[config.mk]
export PLATFORM = sky130hd
export DESIGN_NAME = cpc_stage
export DESIGN_NICKNAME = d
export VERILOG_FILES = /design/src/rtl/core/cpc_pkg.sv /design/src/rtl/core/cpc_stage.sv
export SDC_FILE = /design/constraint.sdc
export NUM_CORES = 1
export LEC_CHECK = 0
export BUFFER_PORTS_ARGS = -buffer_cell sky130_fd_sc_hd__buf_4
export CAP_MARGIN = 30
export CORE_AREA = 2 2 300 302
export CTS_CLUSTER_DIAMETER = 30
export CTS_CLUSTER_SIZE = 30
export DETAILED_ROUTE_END_ITERATION = 12
export DIE_AREA = 0 0 302 304
export SLEW_MARGIN = 15
export SYNTH_ARGS = -nofsm -noshare
export SYNTH_HDL_FRONTEND = slang
export SYNTH_SLANG_ARGS = --single-unit
[constraint.sdc]
create_clock -name clk -period 15.3 [get_ports clk]
set_input_delay 3.06 -clock clk [delete_from_list [all_inputs] [get_ports clk]]
set_output_delay 3.06 -clock clk [all_outputs]
set_load 0.02 [all_outputs]
[src/rtl/core/cpc_pkg.sv]
// Shared types, constants and tables for the cartesian/polar converter.
`timescale 1ns / 1ps
package cpc_pkg;

  localparam int CORDIC_STAGES = 16;
  localparam int TAB_LEN = 24;
  localparam int CORDIC_N = (CORDIC_STAGES > TAB_LEN) ? TAB_LEN : CORDIC_STAGES;
  localparam int SQRT_BITS = 17;
  localparam int CORE_STAGES = (CORDIC_N > SQRT_BITS) ? CORDIC_N : SQRT_BITS;
  localparam int TOTAL_STAGES = CORE_STAGES + 4;

  localparam int XY_W = 52;
  localparam int Z_W = 34;
  localparam int REM_W = 34;

  localparam logic [31:0] GAIN_Q32 = 32'd2608131496;

  // Configuration register indexes
  localparam logic CFG_ORIGIN_X = 1'b0;
  localparam logic CFG_ORIGIN_Y = 1'b1;

  // Region codes
  localparam logic [3:0] REGION_ORIGIN = 4'd0;
  localparam logic [3:0] REGION_Q1     = 4'd1;
  localparam logic [3:0] REGION_Q2     = 4'd2;
  localparam logic [3:0] REGION_Q3     = 4'd3;
  localparam logic [3:0] REGION_Q4     = 4'd4;
  localparam logic [3:0] REGION_POS_X  = 4'd5;
  localparam logic [3:0] REGION_POS_Y  = 4'd6;
  localparam logic [3:0] REGION_NEG_X  = 4'd7;
  localparam logic [3:0] REGION_NEG_Y  = 4'd8;

  localparam logic [31:0] ATAN_TAB [TAB_LEN] = '{
    32'h20000000, 32'h12E4051E, 32'h09FB385B, 32'h051111D4, 32'h028B0D43, 32'h0145D7E1,
    32'h00A2F61E, 32'h00517C55, 32'h0028BE53, 32'h00145F2F, 32'h000A2F98, 32'h000517CC,
    32'h00028BE6, 32'h000145F3, 32'h0000A2FA, 32'h0000517D, 32'h000028BE, 32'h0000145F,
    32'h00000A30, 32'h00000518, 32'h0000028C, 32'h00000146, 32'h000000A3, 32'h00000051
  };

  function automatic logic [31:0] atan_entry(input logic [4:0] idx);
    logic [31:0] v;
    v = '0;
    if (int'(idx) < TAB_LEN) begin
      v = ATAN_TAB[idx];
    end
    return v;
  endfunction

  // Data that moves through the core stages
  typedef struct packed {
    logic                    kind;
    logic [3:0]              region;
    logic [1:0]              quad;
    logic signed [XY_W-1:0]  x;
    logic signed [XY_W-1:0]  y;
    logic signed [Z_W-1:0]   z;
    logic [REM_W-1:0]        rem;
    logic [SQRT_BITS-1:0]    root;
  } stage_t;

endpackage

[src/rtl/core/cpc_stage.sv]
// One core stage: a CORDIC micro-rotation (if idx < CORDIC_N) and one square-root bit (if idx < SQRT_BITS).
`timescale 1ns / 1ps
module cpc_stage (
  input  logic            clk,
  input  logic [4:0]      idx,
  input  logic            en,
  input  cpc_pkg::stage_t d,
  output cpc_pkg::stage_t q
);

  cpc_pkg::stage_t nxt;

  always_comb begin
    logic signed [cpc_pkg::XY_W-1:0] sx;
    logic signed [cpc_pkg::XY_W-1:0] sy;
    logic signed [cpc_pkg::Z_W-1:0]  at;
    logic                            plus;
    logic [4:0]                      b;
    logic [35:0]                     trial;
    nxt   = d;
    sx    = d.x >>> idx;
    sy    = d.y >>> idx;
    at    = cpc_pkg::Z_W'(cpc_pkg::atan_entry(idx));
    // vectoring steers by y, rotation by z
    plus  = d.kind ? !d.z[cpc_pkg::Z_W-1] : d.y[cpc_pkg::XY_W-1];
    b     = 5'(cpc_pkg::SQRT_BITS - 1) - idx;
    trial = (36'(d.root) << (6'(b) + 6'd1)) | (36'd1 << (6'(b) << 1));
    if (int'(idx) < cpc_pkg::CORDIC_N) begin
      if (plus) begin
        nxt.x = d.x - sy;
        nxt.y = d.y + sx;
        nxt.z = d.z - at;
      end else begin
        nxt.x = d.x + sy;
        nxt.y = d.y - sx;
        nxt.z = d.z + at;
      end
    end
    if (int'(idx) < cpc_pkg::SQRT_BITS) begin
      if (36'(d.rem) >= trial) begin
        nxt.rem  = d.rem - cpc_pkg::REM_W'(trial);
        nxt.root = d.root | (cpc_pkg::SQRT_BITS'(1) << b);
      end
    end
  end

  always_ff @(posedge clk) begin
    if (en) begin
      q <= nxt;
    end
  end

endmodule

==> flow_summary.json <==
{
  "worst_pin_slew_ns": 1.11,
  "mappedNetlistNets": 3948,
  "postSynthAreaPerCell_um2": 8.67,
  "grt_use_total": 0.277,
  "fin_crit_ns": 10.97,
  "cts_tree": "done",
  "place.port_buffers": 398,
  "startpoint_type": "primary input",
  "yosysWarnings": 0,
  "cp-startpoint": "idx[2]",
  "netlist_top_cells_area": "edfxtp_1 19%, mux4_2 10%, ha_1 7.7%",
  "root_buffer": "clkbuf_16",
  "async_flop_share": 0,
  "synth_flop_cell": "edfxtp_1",
  "cell_internal_pwr_uw": 1780,
  "yosysTopAreaCell": "edfxtp_1",
  "synthesis.instances": 3551,
  "syn2layout_area_growth_pct": 13.8,
  "htreeDepth": 4,
  "synth.most_common_cell": "nand2_1",
  "p_sw_uw": 1530,
  "synth_edf_count": 196,
  "wl_per_cell_um": 26.5,
  "routed_wl_um": 132000,
  "endpoint_kind": "flop",
  "clk_pin_slew_worst_paths_ns": 0.07,
  "via_count": 31354,
  "synth-xor-area-share": 0.0763,
  "io_pins": 399,
  "clkSinkCount": 196,
  "die_w_um": 302,
  "ys_types": 103,
  "power_density_nw_per_um2": 94.4,
  "hold_violations": 0,
  "setup_viol": 0,
  "relSlewSlack": 0.261,
  "min_path_type": "in -> reg",
  "top_register": "q",
  "hold_slack_ns": 2.71,
  "cts_buffer_depth": 2,
  "worst-setup-path-type": "in -> reg",
  "drt_iter0_markers": 3886,
  "ant_nets": 0,
  "via_per_inst": 6.31,
  "final_core_util": 0.393,
  "dp_hpwl_um": 102000,
  "top_regs": "q x196",
  "firstDrtPassIters": 8,
  "min_from": "d[193]",
  "ys_seq_area_frac": 0.191,
  "seqPwrFrac": 0.228,
  "finalNetCount": 4175,
  "synth-compound-area-share": 0.238,
  "cts_buffers": 17,
  "grt_pass1_wl_um": 192000,
  "ir_worst_vdd_v": 0.000102,
  "dieArea_um2": 91800,
  "swShare": 0.463,
  "fin_crit_sh": 0.717,
  "initial_utilization": 0.346,
  "core_um2": 89000,
  "synth_area_um2": 30800,
  "fp.dieH_um": 304,
  "post_cts_buffers": 0,
  "final-max-slew-violation-count": 0,
  "post_cts_resized": 0,
  "hold_buffers": 0,
  "required_ns": 15.57,
  "grt_max_degree": 127,
  "power.share.combinational": 0.626,
  "synth_top_family_by_area": "compound AO/OA/AOI/OAI gates",
  "grt_pass1_vias": 29703,
  "arrival_ns": 11.24,
  "antenna_found_initial": 9,
  "rows": 110,
  "max_freq_mhz": 91.1,
  "synth-simple-area-share": 0.163,
  "synthTopCellsByCount": "404 x nand2_1, 269 x o21ai_0, 262 x a21oi_1",
  "yosys_register_bits": 196,
  "gr-total-overflow": 0,
  "status": "finished clean",
  "drv_cap": 0,
  "drc": 0,
  "synth.top_cell.area_share": 0.191,
  "fin_setup_tns_ns": 0,
  "drive_gt1_frac": 0.204,
  "largest_reg_flops": 196,
  "synth_fa_ha_area_frac": 0.0798,
  "power.leakage_uw": 0.0141,
  "synthMuxAreaShare": 0.203,
  "clkPwrFrac": 0.146,
  "place.gp.congestion": 1.07,
  "cp_max_fo": 67,
  "grt_setup_unrepaired": "false"
}
-- routing by layer --
metal / wire length, um / vias to the layer above / GRT usage
met5: 66 / - / 0
met4: 6810 / 10 / 0.129
met3: 12800 / 418 / 0.0694
met2: 60700 / 1871 / 0.446
met1: 51500 / 14962 / 0.347
li1: - / 14093 / -
-- critical path, cell delays in order --
cell and delay (ns):
buf_4 0.37, buf_4 0.66, inv_2 0.47, ha_1 0.37
nor2b_1 0.17, xnor2_1 0.65, nand3_1 0.40, xnor2_1 0.24
buf_4 0.25, and2_1 0.49, a32oi_1 0.23, ha_1 0.41
nand2b_1 0.07, a21boi_0 0.28, o21ai_0 0.26, a2111o_1 0.45
a21oi_1 0.16, o21ai_0 0.16, o211ai_1 0.50, o21ai_0 0.19
nand2_1 0.48, buf_4 0.46, mux2_2 0.39
-- worst paths after layout --
| path | endpoint | slack (ns) | cells after the start |
|---|---|---|---|
| max | q[36]$_DFFE_PP_ | 4.33 | 23 |
| min | q[193]$_DFFE_PP_ | 2.71 | 1 |
-- power by group through the flow --
stage	Combinational [uW]	Clock, uW	Sequential (uW)
2_1_floorplan	1280	0	877
3_3_place_gp	2030	0	768
3_5_place_dp	2030	0	767
4_1_cts	2040	502	756
5_1_grt	2230	519	762
6_report	2070	483	753
-- logic make-up after synthesis --
| family | Yosys count |
|---|---|
| simple gates | 1046 |
| xor+xnor | 268 |
| fa+ha+maj | 194 |
| mux | 415 |
| buf+inv | 311 |
| compound gates | 1121 |
| flops | 196 |
-- cells in the final DEF (no fill, tap or decap), drive strengths merged, types with 21 or more instances in the layout --
master / n
buf: 438
nand2: 404
o21ai: 270
a21oi: 262
nor2: 205
edfxtp: 196
ha: 190
mux2i: 159
mux4: 153
xnor2: 148
xor2: 120
a21o: 110
mux2: 103
nor3: 89
inv: 84
nand3: 69
o22ai: 54
a31oi: 51
nand2b: 49
o211ai: 41
and3: 36
and2: 32
o21a: 31
nand4: 30
nor2b: 29
o31ai: 27
a211oi: 27
o21bai: 27
a22oi: 21
-- metrics by stage --
step	worst slack (ns)	instance area [um2]	cells	total power, uW
5_1_grt	3.94	35000	4967	3510
2_1_floorplan	5.52	30800	3551	2150
3_5_place_dp	4.01	34400	4934	2790
4_1_cts	4.53	35000	4966	3300
3_3_place_gp	4.05	34400	4932	2790
6_report	4.33	35000	4970	3310
-- area by class of cell --
type / count / area, um2
clock inverters: 15 / 169
clock buffers: 17 / 425
well taps: 1176 / 1470
inverters: 79 / 300
fillers: 9144 / 54000
diodes: 3 / 7.51
repair buffers: 440 / 3360
flip-flops and latches: 196 / 5890
multi-input cells: 3044 / 23400
Power figures use the tool's default switching activity.
