### config.mk
export PLATFORM = sky130hd
export DESIGN_NAME = cpc_front
export DESIGN_NICKNAME = d
export VERILOG_FILES = /design/src/rtl/core/cpc_pkg.sv /design/src/rtl/core/cpc_front.sv
export SDC_FILE = /design/constraint.sdc
export NUM_CORES = 2
export LEC_CHECK = 0
export ABC_AREA = 1
export BUFFER_PORTS_ARGS = -buffer_cell sky130_fd_sc_hd__buf_4
export CAP_MARGIN = 30
export CORE_MARGIN = 1.5
export CORE_UTILIZATION = 55
export DETAILED_ROUTE_END_ITERATION = 8
export GPL_ROUTABILITY_DRIVEN = 0
export PLACE_DENSITY = 0.77
export SLEW_MARGIN = 5
export SYNTH_ARGS = -nofsm -noshare
export SYNTH_HDL_FRONTEND = slang
export SYNTH_SLANG_ARGS = --single-unit
export TNS_END_PERCENT = 30
### constraint.sdc
create_clock -name clk -period 18.48 [get_ports clk]
set_input_delay 1.848 -clock clk [delete_from_list [all_inputs] [get_ports clk]]
set_output_delay 1.848 -clock clk [all_outputs]
set_load 0.1 [all_outputs]
### src/rtl/core/cpc_pkg.sv
// Shared types, constants and tables for the cartesian/polar converter.
`timescale 1ns / 1ps
package cpc_pkg;

  localparam int CORDIC_STAGES = 16;
  localparam int TAB_LEN = 24;
  localparam int CORDIC_N = (CORDIC_STAGES > TAB_LEN) ? TAB_LEN : CORDIC_STAGES;
  localparam int SQRT_BITS = 17;
  localparam int CORE_STAGES = (CORDIC_N > SQRT_BITS) ? CORDIC_N : SQRT_BITS;
  localparam int TOTAL_STAGES = CORE_STAGES + 4;

  localparam int XY_W = 52;
  localparam int Z_W = 34;
  localparam int REM_W = 34;

  localparam logic [31:0] GAIN_Q32 = 32'd2608131496;

  // Configuration register indexes
  localparam logic CFG_ORIGIN_X = 1'b0;
  localparam logic CFG_ORIGIN_Y = 1'b1;

  // Region codes
  localparam logic [3:0] REGION_ORIGIN = 4'd0;
  localparam logic [3:0] REGION_Q1     = 4'd1;
  localparam logic [3:0] REGION_Q2     = 4'd2;
  localparam logic [3:0] REGION_Q3     = 4'd3;
  localparam logic [3:0] REGION_Q4     = 4'd4;
  localparam logic [3:0] REGION_POS_X  = 4'd5;
  localparam logic [3:0] REGION_POS_Y  = 4'd6;
  localparam logic [3:0] REGION_NEG_X  = 4'd7;
  localparam logic [3:0] REGION_NEG_Y  = 4'd8;

  localparam logic [31:0] ATAN_TAB [TAB_LEN] = '{
    32'h20000000, 32'h12E4051E, 32'h09FB385B, 32'h051111D4, 32'h028B0D43, 32'h0145D7E1,
    32'h00A2F61E, 32'h00517C55, 32'h0028BE53, 32'h00145F2F, 32'h000A2F98, 32'h000517CC,
    32'h00028BE6, 32'h000145F3, 32'h0000A2FA, 32'h0000517D, 32'h000028BE, 32'h0000145F,
    32'h00000A30, 32'h00000518, 32'h0000028C, 32'h00000146, 32'h000000A3, 32'h00000051
  };

  function automatic logic [31:0] atan_entry(input logic [4:0] idx);
    logic [31:0] v;
    v = '0;
    if (int'(idx) < TAB_LEN) begin
      v = ATAN_TAB[idx];
    end
    return v;
  endfunction

  // Data that moves through the core stages
  typedef struct packed {
    logic                    kind;
    logic [3:0]              region;
    logic [1:0]              quad;
    logic signed [XY_W-1:0]  x;
    logic signed [XY_W-1:0]  y;
    logic signed [Z_W-1:0]   z;
    logic [REM_W-1:0]        rem;
    logic [SQRT_BITS-1:0]    root;
  } stage_t;

endpackage

### src/rtl/core/cpc_front.sv
// Front stages: offsets, region, squares, gain product and core init.
`timescale 1ns / 1ps
module cpc_front (
  input  logic                 clk,
  input  logic [2:0]           en,
  input  logic                 kind,
  input  logic signed [15:0]   point_x,
  input  logic signed [15:0]   point_y,
  input  logic [15:0]          radius,
  input  logic [15:0]          angle_in,
  input  logic signed [15:0]   origin_x,
  input  logic signed [15:0]   origin_y,
  output cpc_pkg::stage_t      init
);

  // stage A
  logic               a_kind;
  logic signed [16:0] a_dx;
  logic signed [16:0] a_dy;
  logic [15:0]        a_r;
  logic [15:0]        a_ang;

  // stage B
  logic               b_kind;
  logic [3:0]         b_region;
  logic [1:0]         b_quad;
  logic [15:0]        b_ax;
  logic [15:0]        b_ay;
  logic [31:0]        b_sqx;
  logic [31:0]        b_sqy;
  logic [47:0]        b_prod;
  logic signed [13:0] b_res;

  logic [15:0]        ax;
  logic [15:0]        ay;
  logic [16:0]        ang_sum;
  logic [3:0]         region;

  always_ff @(posedge clk) begin
    if (en[0]) begin
      a_kind <= kind;
      a_dx   <= 17'(point_x) - 17'(origin_x);
      a_dy   <= 17'(point_y) - 17'(origin_y);
      a_r    <= radius;
      a_ang  <= angle_in;
    end
  end

  always_comb begin
    logic [16:0] nx;
    logic [16:0] ny;
    nx = -a_dx;
    ny = -a_dy;
    ax = a_dx[16] ? nx[15:0] : a_dx[15:0];
    ay = a_dy[16] ? ny[15:0] : a_dy[15:0];
    ang_sum = {1'b0, a_ang} + 17'h2000;
    priority if (a_dx == '0 && a_dy == '0) begin
      region = cpc_pkg::REGION_ORIGIN;
    end else if (a_dy == '0) begin
      region = a_dx[16] ? cpc_pkg::REGION_NEG_X : cpc_pkg::REGION_POS_X;
    end else if (a_dx == '0) begin
      region = a_dy[16] ? cpc_pkg::REGION_NEG_Y : cpc_pkg::REGION_POS_Y;
    end else if (!a_dx[16] && !a_dy[16]) begin
      region = cpc_pkg::REGION_Q1;
    end else if (a_dx[16] && !a_dy[16]) begin
      region = cpc_pkg::REGION_Q2;
    end else if (a_dx[16]) begin
      region = cpc_pkg::REGION_Q3;
    end else begin
      region = cpc_pkg::REGION_Q4;
    end
  end

  always_ff @(posedge clk) begin
    if (en[1]) begin
      b_kind   <= a_kind;
      b_region <= region;
      b_quad   <= ang_sum[15:14];
      b_ax     <= ax;
      b_ay     <= ay;
      b_sqx    <= ax * ax;
      b_sqy    <= ay * ay;
      b_prod   <= 48'(a_r) * 48'(cpc_pkg::GAIN_Q32);
      b_res    <= {~ang_sum[13], ang_sum[12:0]};
    end
  end

  always_ff @(posedge clk) begin
    if (en[2]) begin
      init.kind   <= b_kind;
      init.region <= b_kind ? cpc_pkg::REGION_ORIGIN : b_region;
      init.quad   <= b_quad;
      init.rem    <= cpc_pkg::REM_W'(b_sqx) + cpc_pkg::REM_W'(b_sqy);
      init.root   <= '0;
      if (b_kind) begin
        init.x <= cpc_pkg::XY_W'(b_prod);
        init.y <= '0;
        init.z <= {{(cpc_pkg::Z_W-30){b_res[13]}}, b_res, 16'd0};
      end else begin
        init.x <= cpc_pkg::XY_W'({b_ax, 16'd0});
        init.y <= cpc_pkg::XY_W'({b_ay, 16'd0});
        init.z <= '0;
      end
    end
  end

endmodule

==> results.json <==
{
  "status": "finished clean",
  "clock_skew_ns": 0.0332,
  "synth_top_cell_by_area": "fa_1",
  "seq_area_frac_synth": 0.258,
  "worst_pin_slew_ns": 0.904,
  "synth_top_area_frac": 0.258,
  "viasPerCell": 5.21,
  "finalNetCount": 5649,
  "postCtsResizedCells": 0,
  "rows": 98,
  "cts.sinks": 340,
  "cap_violations": 0,
  "die_x_um": 271,
  "crit_path_end_kind": "flip-flop",
  "slowest_delay_ns": 0.55,
  "setup_ws_ns": 11.13,
  "crit_family": "adder cells",
  "drive_gt1_frac": 0.0806,
  "grt_max_degree": 87,
  "crit_type": "reg2reg",
  "syn_area_um2": 39600,
  "path_common_cell": "nand2_1",
  "antenna_left": 0,
  "cts_max_level": 2,
  "place_ws_ns": 11.22,
  "die_h_um": 271,
  "async_flop_share": 0,
  "wl_per_cell_um": 17.2,
  "hold_violations": 0,
  "drc": 0,
  "synth.distinct_cells": 47,
  "gr-usage-all-layers": 0.268,
  "maxSlewHeadroom": 0.398,
  "syn_inst": 4390,
  "drt-pass1-iter-count": 8,
  "fin_crit_sh": 0.398,
  "start_util": 0.555,
  "critPathBufInv": 5,
  "vias": 29200,
  "io_buffer_count": 219,
  "synth_edf_count": 340,
  "fmax_mhz": 136,
  "antenna_found_initial": 0,
  "clk_latency_ns": 0.58,
  "synthToLayoutAreaGrowth_pct": 9.46,
  "syn_area_per_cell_um2": 9.03,
  "cp.arrival_ns": 7.69,
  "dp_hpwl_um": 79300,
  "tns_ns": 0,
  "slew_violations": 0,
  "design_area_um2": 43400,
  "worstPathRequired_ns": 18.82,
  "synth_warnings": 0,
  "min-delay-path-class": "reg2reg",
  "synthFlopType": "edfxtp_1",
  "postPlaceCellArea_um2": 42100,
  "path_clk_slew_ns": 0.06,
  "crit_slowest_cell": "fa_1",
  "wl_um": 96300,
  "cp_max_fo": 19,
  "root_buffer": "clkbuf_16",
  "clockBufferDepth": 3,
  "grt_pass1_wl_um": 156000,
  "cts_made_buffers": 40,
  "ys_top_cells_by_area": "fa_1 (26%), edfxtp_1 (26%), ha_1 (13%)",
  "yosysMostFrequentCell": "inv_1",
  "cts_hold_buf": 0,
  "core_area_um2": 71400,
  "io_pins": 297,
  "fin_util": 0.608,
  "drtIter0Drc": 2400,
  "cts_setup_buffers": 0,
  "grt-ovfl-total": 0,
  "ys_ff_latch": 340,
  "antenna_cells": 0,
  "die_area_um2": 73700,
  "rsz0062_at_grt": "no",
  "grt_pass1_vias": 30500,
  "cts_tree": "yes",
  "setup_viol": 0,
  "synthTopCellsByCount": "inv_1 (1052), nand2_1 (811), fa_1 (510)",
  "critPathLaunchType": "flip-flop",
  "fin_crit_ns": 7.35
}
[worst paths after layout]
check	startpoint	to	slack, ns	cells after the start
min reg2reg	a_ang[2]	b_res[2]	0.42	0
max	a_dx[0]	b_sqx[30]	11.13	29
min	a_ang[2]	b_res[2]	0.42	0
max reg2reg	a_dx[0]	b_sqx[30]	11.13	29
[flip-flops by register name, indices dropped and copies added, names as in the netlist]
name      flops
a_dx         17
b_kind        1
b_ax         16
a_r          16
b_sqx        30
a_ang        16
init        115
b_quad        2
b_res        14
a_kind        1
b_region      4
b_prod       45
b_ay         16
a_dy         17
b_sqy        30
[cells in the final DEF (no fill, tap or decap), types with 11 or more instances in the layout]
| master | netlist | layout |
|---|---|---|
| nor2_1 | 373 | 373 |
| nand4_1 | 27 | 27 |
| buf_4 | 89 | 232 |
| inv_2 | 21 | 21 |
| clkinv_1 | 1 | 11 |
| nor3_1 | 42 | 42 |
| a21oi_1 | 170 | 170 |
| conb_1 | 1 | 77 |
| clkbuf_16 | 0 | 41 |
| edfxtp_1 | 340 | 340 |
| inv_1 | 1052 | 1052 |
| xnor2_1 | 31 | 31 |
| fa_1 | 510 | 510 |
| ha_1 | 414 | 414 |
| mux2_2 | 16 | 16 |
| nand3_1 | 144 | 144 |
| nand2_1 | 811 | 811 |
| o21bai_1 | 11 | 11 |
| o21ai_0 | 97 | 97 |
| a21o_1 | 27 | 27 |
| xor2_1 | 88 | 88 |
[cells by family (layout without fill, tap and decap cells)]
family	count (synthesis)	in the layout	synth area share
simple gates	1452	1452	0.150
fa+ha+maj	924	924	0.388
buf+inv	1194	1380	0.122
flops	340	340	0.258
other cells	1	77	0.0000946
compound gates	338	338	0.0471
mux	16	16	0.00455
xor+xnor	125	125	0.0299
[routing by layer]
metal | vias to the layer above | share of wire | global-route usage
met5 | - | 0 | 0
met4 | 0 | 0.035 | 0.0953
met3 | 199 | 0.075 | 0.0442
met2 | 1121 | 0.47 | 0.444
met1 | 14000 | 0.42 | 0.356
li1 | 13900 | - | -
[cell type report]
| type | instances | area (um^2) |
|---|---|---|
| sequential | 340 | 10200 |
| multi-input combinational | 2932 | 24900 |
| clock buffer | 44 | 1040 |
| inverter | 1075 | 4040 |
| timing repair buffer | 235 | 1810 |
| clock inverter | 26 | 244 |
| fill | 5915 | 28000 |
| tap | 950 | 1190 |
[stage by stage]
step	hold slack, ns	std cells
after floorplan	0.400	4466
after global placement	0.401	5530
after detailed placement	0.406	5530
after CTS	0.420	5600
after global routing	0.421	5602
final	0.418	5602
Power is left out: the tool's default activity adds up to more than one toggle a clock period on the data nets, which glitch-free logic cannot reach.
