`config.mk`:
```
export PLATFORM = sky130hd
export DESIGN_NAME = cpc_finish
export DESIGN_NICKNAME = d
export VERILOG_FILES = /design/src/rtl/core/cpc_pkg.sv /design/src/rtl/core/cpc_finish.sv
export SDC_FILE = /design/constraint.sdc
export NUM_CORES = 1
export LEC_CHECK = 0
export ABC_AREA = 1
export BUFFER_PORTS_ARGS = -buffer_cell sky130_fd_sc_hd__buf_2
export CAP_MARGIN = 20
export CORE_UTILIZATION = 59
export CTS_CLUSTER_DIAMETER = 40
export DETAILED_ROUTE_END_ITERATION = 12
export GPL_TIMING_DRIVEN = 0
export HOLD_SLACK_MARGIN = 0.02
export PLACE_DENSITY = 0.95
export SYNTH_ARGS = -nofsm -noshare
export SYNTH_HDL_FRONTEND = slang
export SYNTH_SLANG_ARGS = --single-unit
```
`constraint.sdc`:
```
create_clock -name clk -period 8 [get_ports clk]
set_input_delay 0.8 -clock clk [delete_from_list [all_inputs] [get_ports clk]]
set_output_delay 0.8 -clock clk [all_outputs]
set_load 0.03 [all_outputs]
```
`src/rtl/core/cpc_pkg.sv`:
```
// Shared types, constants and tables for the cartesian/polar converter.
`timescale 1ns / 1ps
package cpc_pkg;

  localparam int CORDIC_STAGES = 16;
  localparam int TAB_LEN = 24;
  localparam int CORDIC_N = (CORDIC_STAGES > TAB_LEN) ? TAB_LEN : CORDIC_STAGES;
  localparam int SQRT_BITS = 17;
  localparam int CORE_STAGES = (CORDIC_N > SQRT_BITS) ? CORDIC_N : SQRT_BITS;
  localparam int TOTAL_STAGES = CORE_STAGES + 4;

  localparam int XY_W = 52;
  localparam int Z_W = 34;
  localparam int REM_W = 34;

  localparam logic [31:0] GAIN_Q32 = 32'd2608131496;

  // Configuration register indexes
  localparam logic CFG_ORIGIN_X = 1'b0;
  localparam logic CFG_ORIGIN_Y = 1'b1;

  // Region codes
  localparam logic [3:0] REGION_ORIGIN = 4'd0;
  localparam logic [3:0] REGION_Q1     = 4'd1;
  localparam logic [3:0] REGION_Q2     = 4'd2;
  localparam logic [3:0] REGION_Q3     = 4'd3;
  localparam logic [3:0] REGION_Q4     = 4'd4;
  localparam logic [3:0] REGION_POS_X  = 4'd5;
  localparam logic [3:0] REGION_POS_Y  = 4'd6;
  localparam logic [3:0] REGION_NEG_X  = 4'd7;
  localparam logic [3:0] REGION_NEG_Y  = 4'd8;

  localparam logic [31:0] ATAN_TAB [TAB_LEN] = '{
    32'h20000000, 32'h12E4051E, 32'h09FB385B, 32'h051111D4, 32'h028B0D43, 32'h0145D7E1,
    32'h00A2F61E, 32'h00517C55, 32'h0028BE53, 32'h00145F2F, 32'h000A2F98, 32'h000517CC,
    32'h00028BE6, 32'h000145F3, 32'h0000A2FA, 32'h0000517D, 32'h000028BE, 32'h0000145F,
    32'h00000A30, 32'h00000518, 32'h0000028C, 32'h00000146, 32'h000000A3, 32'h00000051
  };

  function automatic logic [31:0] atan_entry(input logic [4:0] idx);
    logic [31:0] v;
    v = '0;
    if (int'(idx) < TAB_LEN) begin
      v = ATAN_TAB[idx];
    end
    return v;
  endfunction

  // Data that moves through the core stages
  typedef struct packed {
    logic                    kind;
    logic [3:0]              region;
    logic [1:0]              quad;
    logic signed [XY_W-1:0]  x;
    logic signed [XY_W-1:0]  y;
    logic signed [Z_W-1:0]   z;
    logic [REM_W-1:0]        rem;
    logic [SQRT_BITS-1:0]    root;
  } stage_t;

endpackage

```
`src/rtl/core/cpc_finish.sv`:
```
// Output stage: angle mapping, distance rounding, quadrant fold and rounding.
`timescale 1ns / 1ps
module cpc_finish (
  input  logic               clk,
  input  logic               en,
  input  cpc_pkg::stage_t    d,
  output logic [17:0]        signed_distance,
  output logic [15:0]        angle_out,
  output logic [3:0]         region,
  output logic [16:0]        rect_x,
  output logic [16:0]        rect_y
);

  logic [17:0] dist_n;
  logic [15:0] ang_n;
  logic [16:0] rx_n;
  logic [16:0] ry_n;

  function automatic logic [16:0] round_q32(input logic signed [cpc_pkg::XY_W-1:0] v);
    logic signed [cpc_pkg::XY_W-1:0] s;
    logic signed [cpc_pkg::XY_W-33:0] r;
    logic [16:0] o;
    s = v + (cpc_pkg::XY_W'(1) << 31);
    r = s[cpc_pkg::XY_W-1:32];
    if (r > 65535) begin
      o = 17'd65535;
    end else if (r < -65535) begin
      o = -17'sd65535;
    end else begin
      o = r[16:0];
    end
    return o;
  endfunction

  always_comb begin
    logic signed [cpc_pkg::Z_W-1:0] zr;
    logic [14:0]                    t;
    logic [17:0]                    mag;
    logic signed [cpc_pkg::XY_W-1:0] fx;
    logic signed [cpc_pkg::XY_W-1:0] fy;
    zr  = (d.z + cpc_pkg::Z_W'(32768)) >>> 16;
    if (zr[cpc_pkg::Z_W-1]) begin
      t = '0;
    end else if (zr > 16384) begin
      t = 15'd16384;
    end else begin
      t = zr[14:0];
    end
    mag = 18'(d.root) + 18'(36'(d.rem) > 36'(d.root));
    unique case (d.region)
      cpc_pkg::REGION_Q1:    ang_n = 16'(t);
      cpc_pkg::REGION_Q2:    ang_n = 16'd32768 - 16'(t);
      cpc_pkg::REGION_Q3:    ang_n = 16'd32768 + 16'(t);
      cpc_pkg::REGION_Q4:    ang_n = 16'd0 - 16'(t);
      cpc_pkg::REGION_POS_Y: ang_n = 16'd16384;
      cpc_pkg::REGION_NEG_X: ang_n = 16'd32768;
      cpc_pkg::REGION_NEG_Y: ang_n = 16'd49152;
      default:               ang_n = '0;
    endcase
    if (d.region == cpc_pkg::REGION_Q2 || d.region == cpc_pkg::REGION_Q4) begin
      dist_n = -mag;
    end else begin
      dist_n = mag;
    end
    unique case (d.quad)
      2'd0: begin fx = d.x;  fy = d.y;  end
      2'd1: begin fx = -d.y; fy = d.x;  end
      2'd2: begin fx = -d.x; fy = -d.y; end
      default: begin fx = d.y; fy = -d.x; end
    endcase
    rx_n = round_q32(fx);
    ry_n = round_q32(fy);
    if (d.kind) begin
      dist_n = '0;
      ang_n  = '0;
    end else begin
      rx_n = '0;
      ry_n = '0;
    end
  end

  always_ff @(posedge clk) begin
    if (en) begin
      signed_distance <= dist_n;
      angle_out       <= ang_n;
      region          <= d.region;
      rect_x          <= rx_n;
      rect_y          <= ry_n;
    end
  end

endmodule

```
==> results.sh <==
export IMPL_run_status="finished clean"
export IMPL_core_sq_um=15900
export IMPL_track_usage_pct=39.8
export IMPL_avgViaCountPerCell=5.75
export IMPL_layout_commonest_cell="nand2_1"
export IMPL_crit_end="signed_distance[16]$_SDFFCE_PP0P_"
export IMPL_grt_pass1_vias=11000
export IMPL_cts_max_level=3
export IMPL_die_y_um=130
export IMPL_antenna_found_initial=0
export IMPL_nets=2154
export IMPL_syn_num_nets=1888
export IMPL_clock_sinks=72
export IMPL_die_x_um=130
export IMPL_place_gp_congestion=1.09
export IMPL_critPathTopFamily="compound AO/OA/AOI/OAI gates"
export IMPL_ys_ff_latch=72
export IMPL_start_kind="input pin"
export IMPL_grt_max_degree=45
export IMPL_max_freq_ghz=0.177
export IMPL_fp_dieArea_sq_um=17000
export IMPL_async_reset_ff_share_pct=0
export IMPL_vias=12400
export IMPL_clk_pin_slew_ns=0.06
export IMPL_required_ns=8.07
export IMPL_cap_violations=0
export IMPL_holdWs_ns=0.703
export IMPL_worst_pin_slew_ns=0.696
export IMPL_drtAntennaViolNets=0
export IMPL_rows=46
export IMPL_drt_wl_total_um=34200
export IMPL_instances_no_fill=2153
export IMPL_drc_errors=0
export IMPL_synthCells=1666
export IMPL_min_delay_start="d[194]"
export IMPL_slowest_delay_ns=0.33
export IMPL_cp_startpoint="d[3]"
export IMPL_drt_iter0_markers=1258
export IMPL_place_ws_ns=2.30
export IMPL_crit_path_max_fanout=3
export IMPL_initial_utilization_pct=60.8
export IMPL_cts_tree="built"
export IMPL_setup_viol=0
export IMPL_post_place_cells=2137
export IMPL_drive_above_1_share_pct=20.7
export IMPL_worst_path_stages=30
export IMPL_endpoint_kind="register"
export IMPL_critPathBufInv=6
export IMPL_cts_resized_gates=0
export IMPL_dr_pass1_iters=6
export IMPL_period_share_pct=70.7
export IMPL_relSlewSlack_pct=53.4
export IMPL_holdCritPathClass="in2reg"
export IMPL_ys_seq_area_share_pct=22.3
export IMPL_syn_to_final_growth_pct=19.5
export IMPL_cts_hold_buf=0
export IMPL_final_cell_mix="504 x nand2_1, 274 x nor2_1, 265 x buf_2"
export IMPL_routedWlPerCell_um=15.9
export IMPL_cp_data_arrival_time_ns=5.72
export IMPL_grt_overflow=0
export IMPL_cellPowerDensity_nw_per_um2=127
export IMPL_antenna_cells=0
export IMPL_synth_edff_count=72
export IMPL_fin_crit_ns=5.65
export IMPL_fillers=1351
export IMPL_p_leak_nw=5.53
export IMPL_grt_pass1_wl_um=52600
export IMPL_post_cts_buffers=0
export IMPL_syn_avg_cell_area_sq_um=5.82
export IMPL_cts_root_buf="clkbuf_16"
export IMPL_power_total_w=0.00147
export IMPL_yosys_warnings=0
export IMPL_ios=270
export IMPL_ir_drop_mv=0.105
export IMPL_synth_area_sq_um=9700
export IMPL_synth_cell_types=53
export IMPL_drv_slew=0
export IMPL_ys_flop_type="edfxtp_1"
export IMPL_cp_slowest_cell="o31ai_1"
export IMPL_numCtsBuffers=9
export IMPL_clockBufferDepth=2
export IMPL_dpl_hpwl_um=27300
export IMPL_cp_common_cell="inv_1"
export IMPL_setup_tns_ns=0
export IMPL_setup_slack_ns=2.35
export IMPL_hold_viol_final=0
export IMPL_portBuffers=253
export IMPL_path_class="in2reg"
export IMPL_rsz0062_at_grt="false"
==> worst min path at each step <==
stage	end	slack, ns	cells past startpoint
2_1_floorplan	region[0]$_DFFE_PP_	0.90	0
3_3_place_gp	region[2]$_DFFE_PP_	1.03	1
3_5_place_dp	region[2]$_DFFE_PP_	1.05	1
4_1_cts	region[2]$_DFFE_PP_	0.69	1
5_1_grt	region[3]$_DFFE_PP_	0.71	1
6_report	region[3]$_DFFE_PP_	0.70	1
==> synth_stat cells (all sizes together) (4+ instances only) <==
library cell,count,area share [%]
nand2,527,21
nor2,313,14
inv,195,7.5
nand3,158,8.3
a21oi,96,5.8
o21ai,86,4.5
edfxtp,72,22
nor3,35,1.9
xor2,30,2.8
nand4,26,1.8
ha,24,3.1
buf,18,1.2
clkbuf,16,0.62
nand3b,12,0.93
nor4,9,0.64
or2,9,0.58
and2,7,0.45
o211ai,6,0.46
a31oi,4,0.26
nor3b,4,0.31
o21bai,4,0.31
==> cells by family (layout without fill, tap and decap cells) <==
group | count (synthesis) | after routing | synth area share, %
DFF | 72 | 72 | 22.3
buffers and inverters | 230 | 501 | 9.44
xor gates and xnor gates | 32 | 32 | 2.97
adders and majority gates | 24 | 24 | 3.10
and+or+nand+nor | 1105 | 1105 | 50.2
AOI/OAI and AO/OA | 203 | 203 | 12.0
==> stage by stage <==
| step | cell area [sq um] | util (%) |
|---|---|---|
| after floorplan | 9700 | - |
| after global placement | 11200 | 70.5 |
| after detailed placement | 11300 | 70.7 |
| after CTS | 11600 | 72.7 |
| after global routing | 11600 | 72.7 |
| final | 11600 | 72.7 |
==> layout make-up <==
cell class | instances | area [sq um] | area share, %
sequential | 72 | 2160 | 18.7
clock inverter | 7 | 93.8 | 0.810
clock buffer | 9 | 225 | 1.94
timing repair buffer | 255 | 1300 | 11.2
inverter | 196 | 736 | 6.35
buffer | 34 | 180 | 1.56
multi-input combinational | 1364 | 6620 | 57.1
tap | 216 | 270 | 2.33
==> sequential cells by signal (all words and copies together) (netlist names) <==
signal,flops
signed_distance,18
rect_y,17
rect_x,17
angle_out,16
region,4
==> metal layers <==
| layer | global-route usage [%] | routed length [um] |
|---|---|---|
| met1 | 47.3 | 12900 |
| met2 | 69.4 | 16100 |
| met3 | 6.52 | 3470 |
| met4 | 20.0 | 1770 |
| met5 | 0 | 0 |
==> where the power goes <==
part | internal [W] | switching [W]
registers | 0.000456 | 0.0000112
clock network | 0.000273 | 0.000160
logic | 0.000172 | 0.000395
total | 0.000901 | 0.000566
Note: power is estimated with default switching activity, not from simulation.
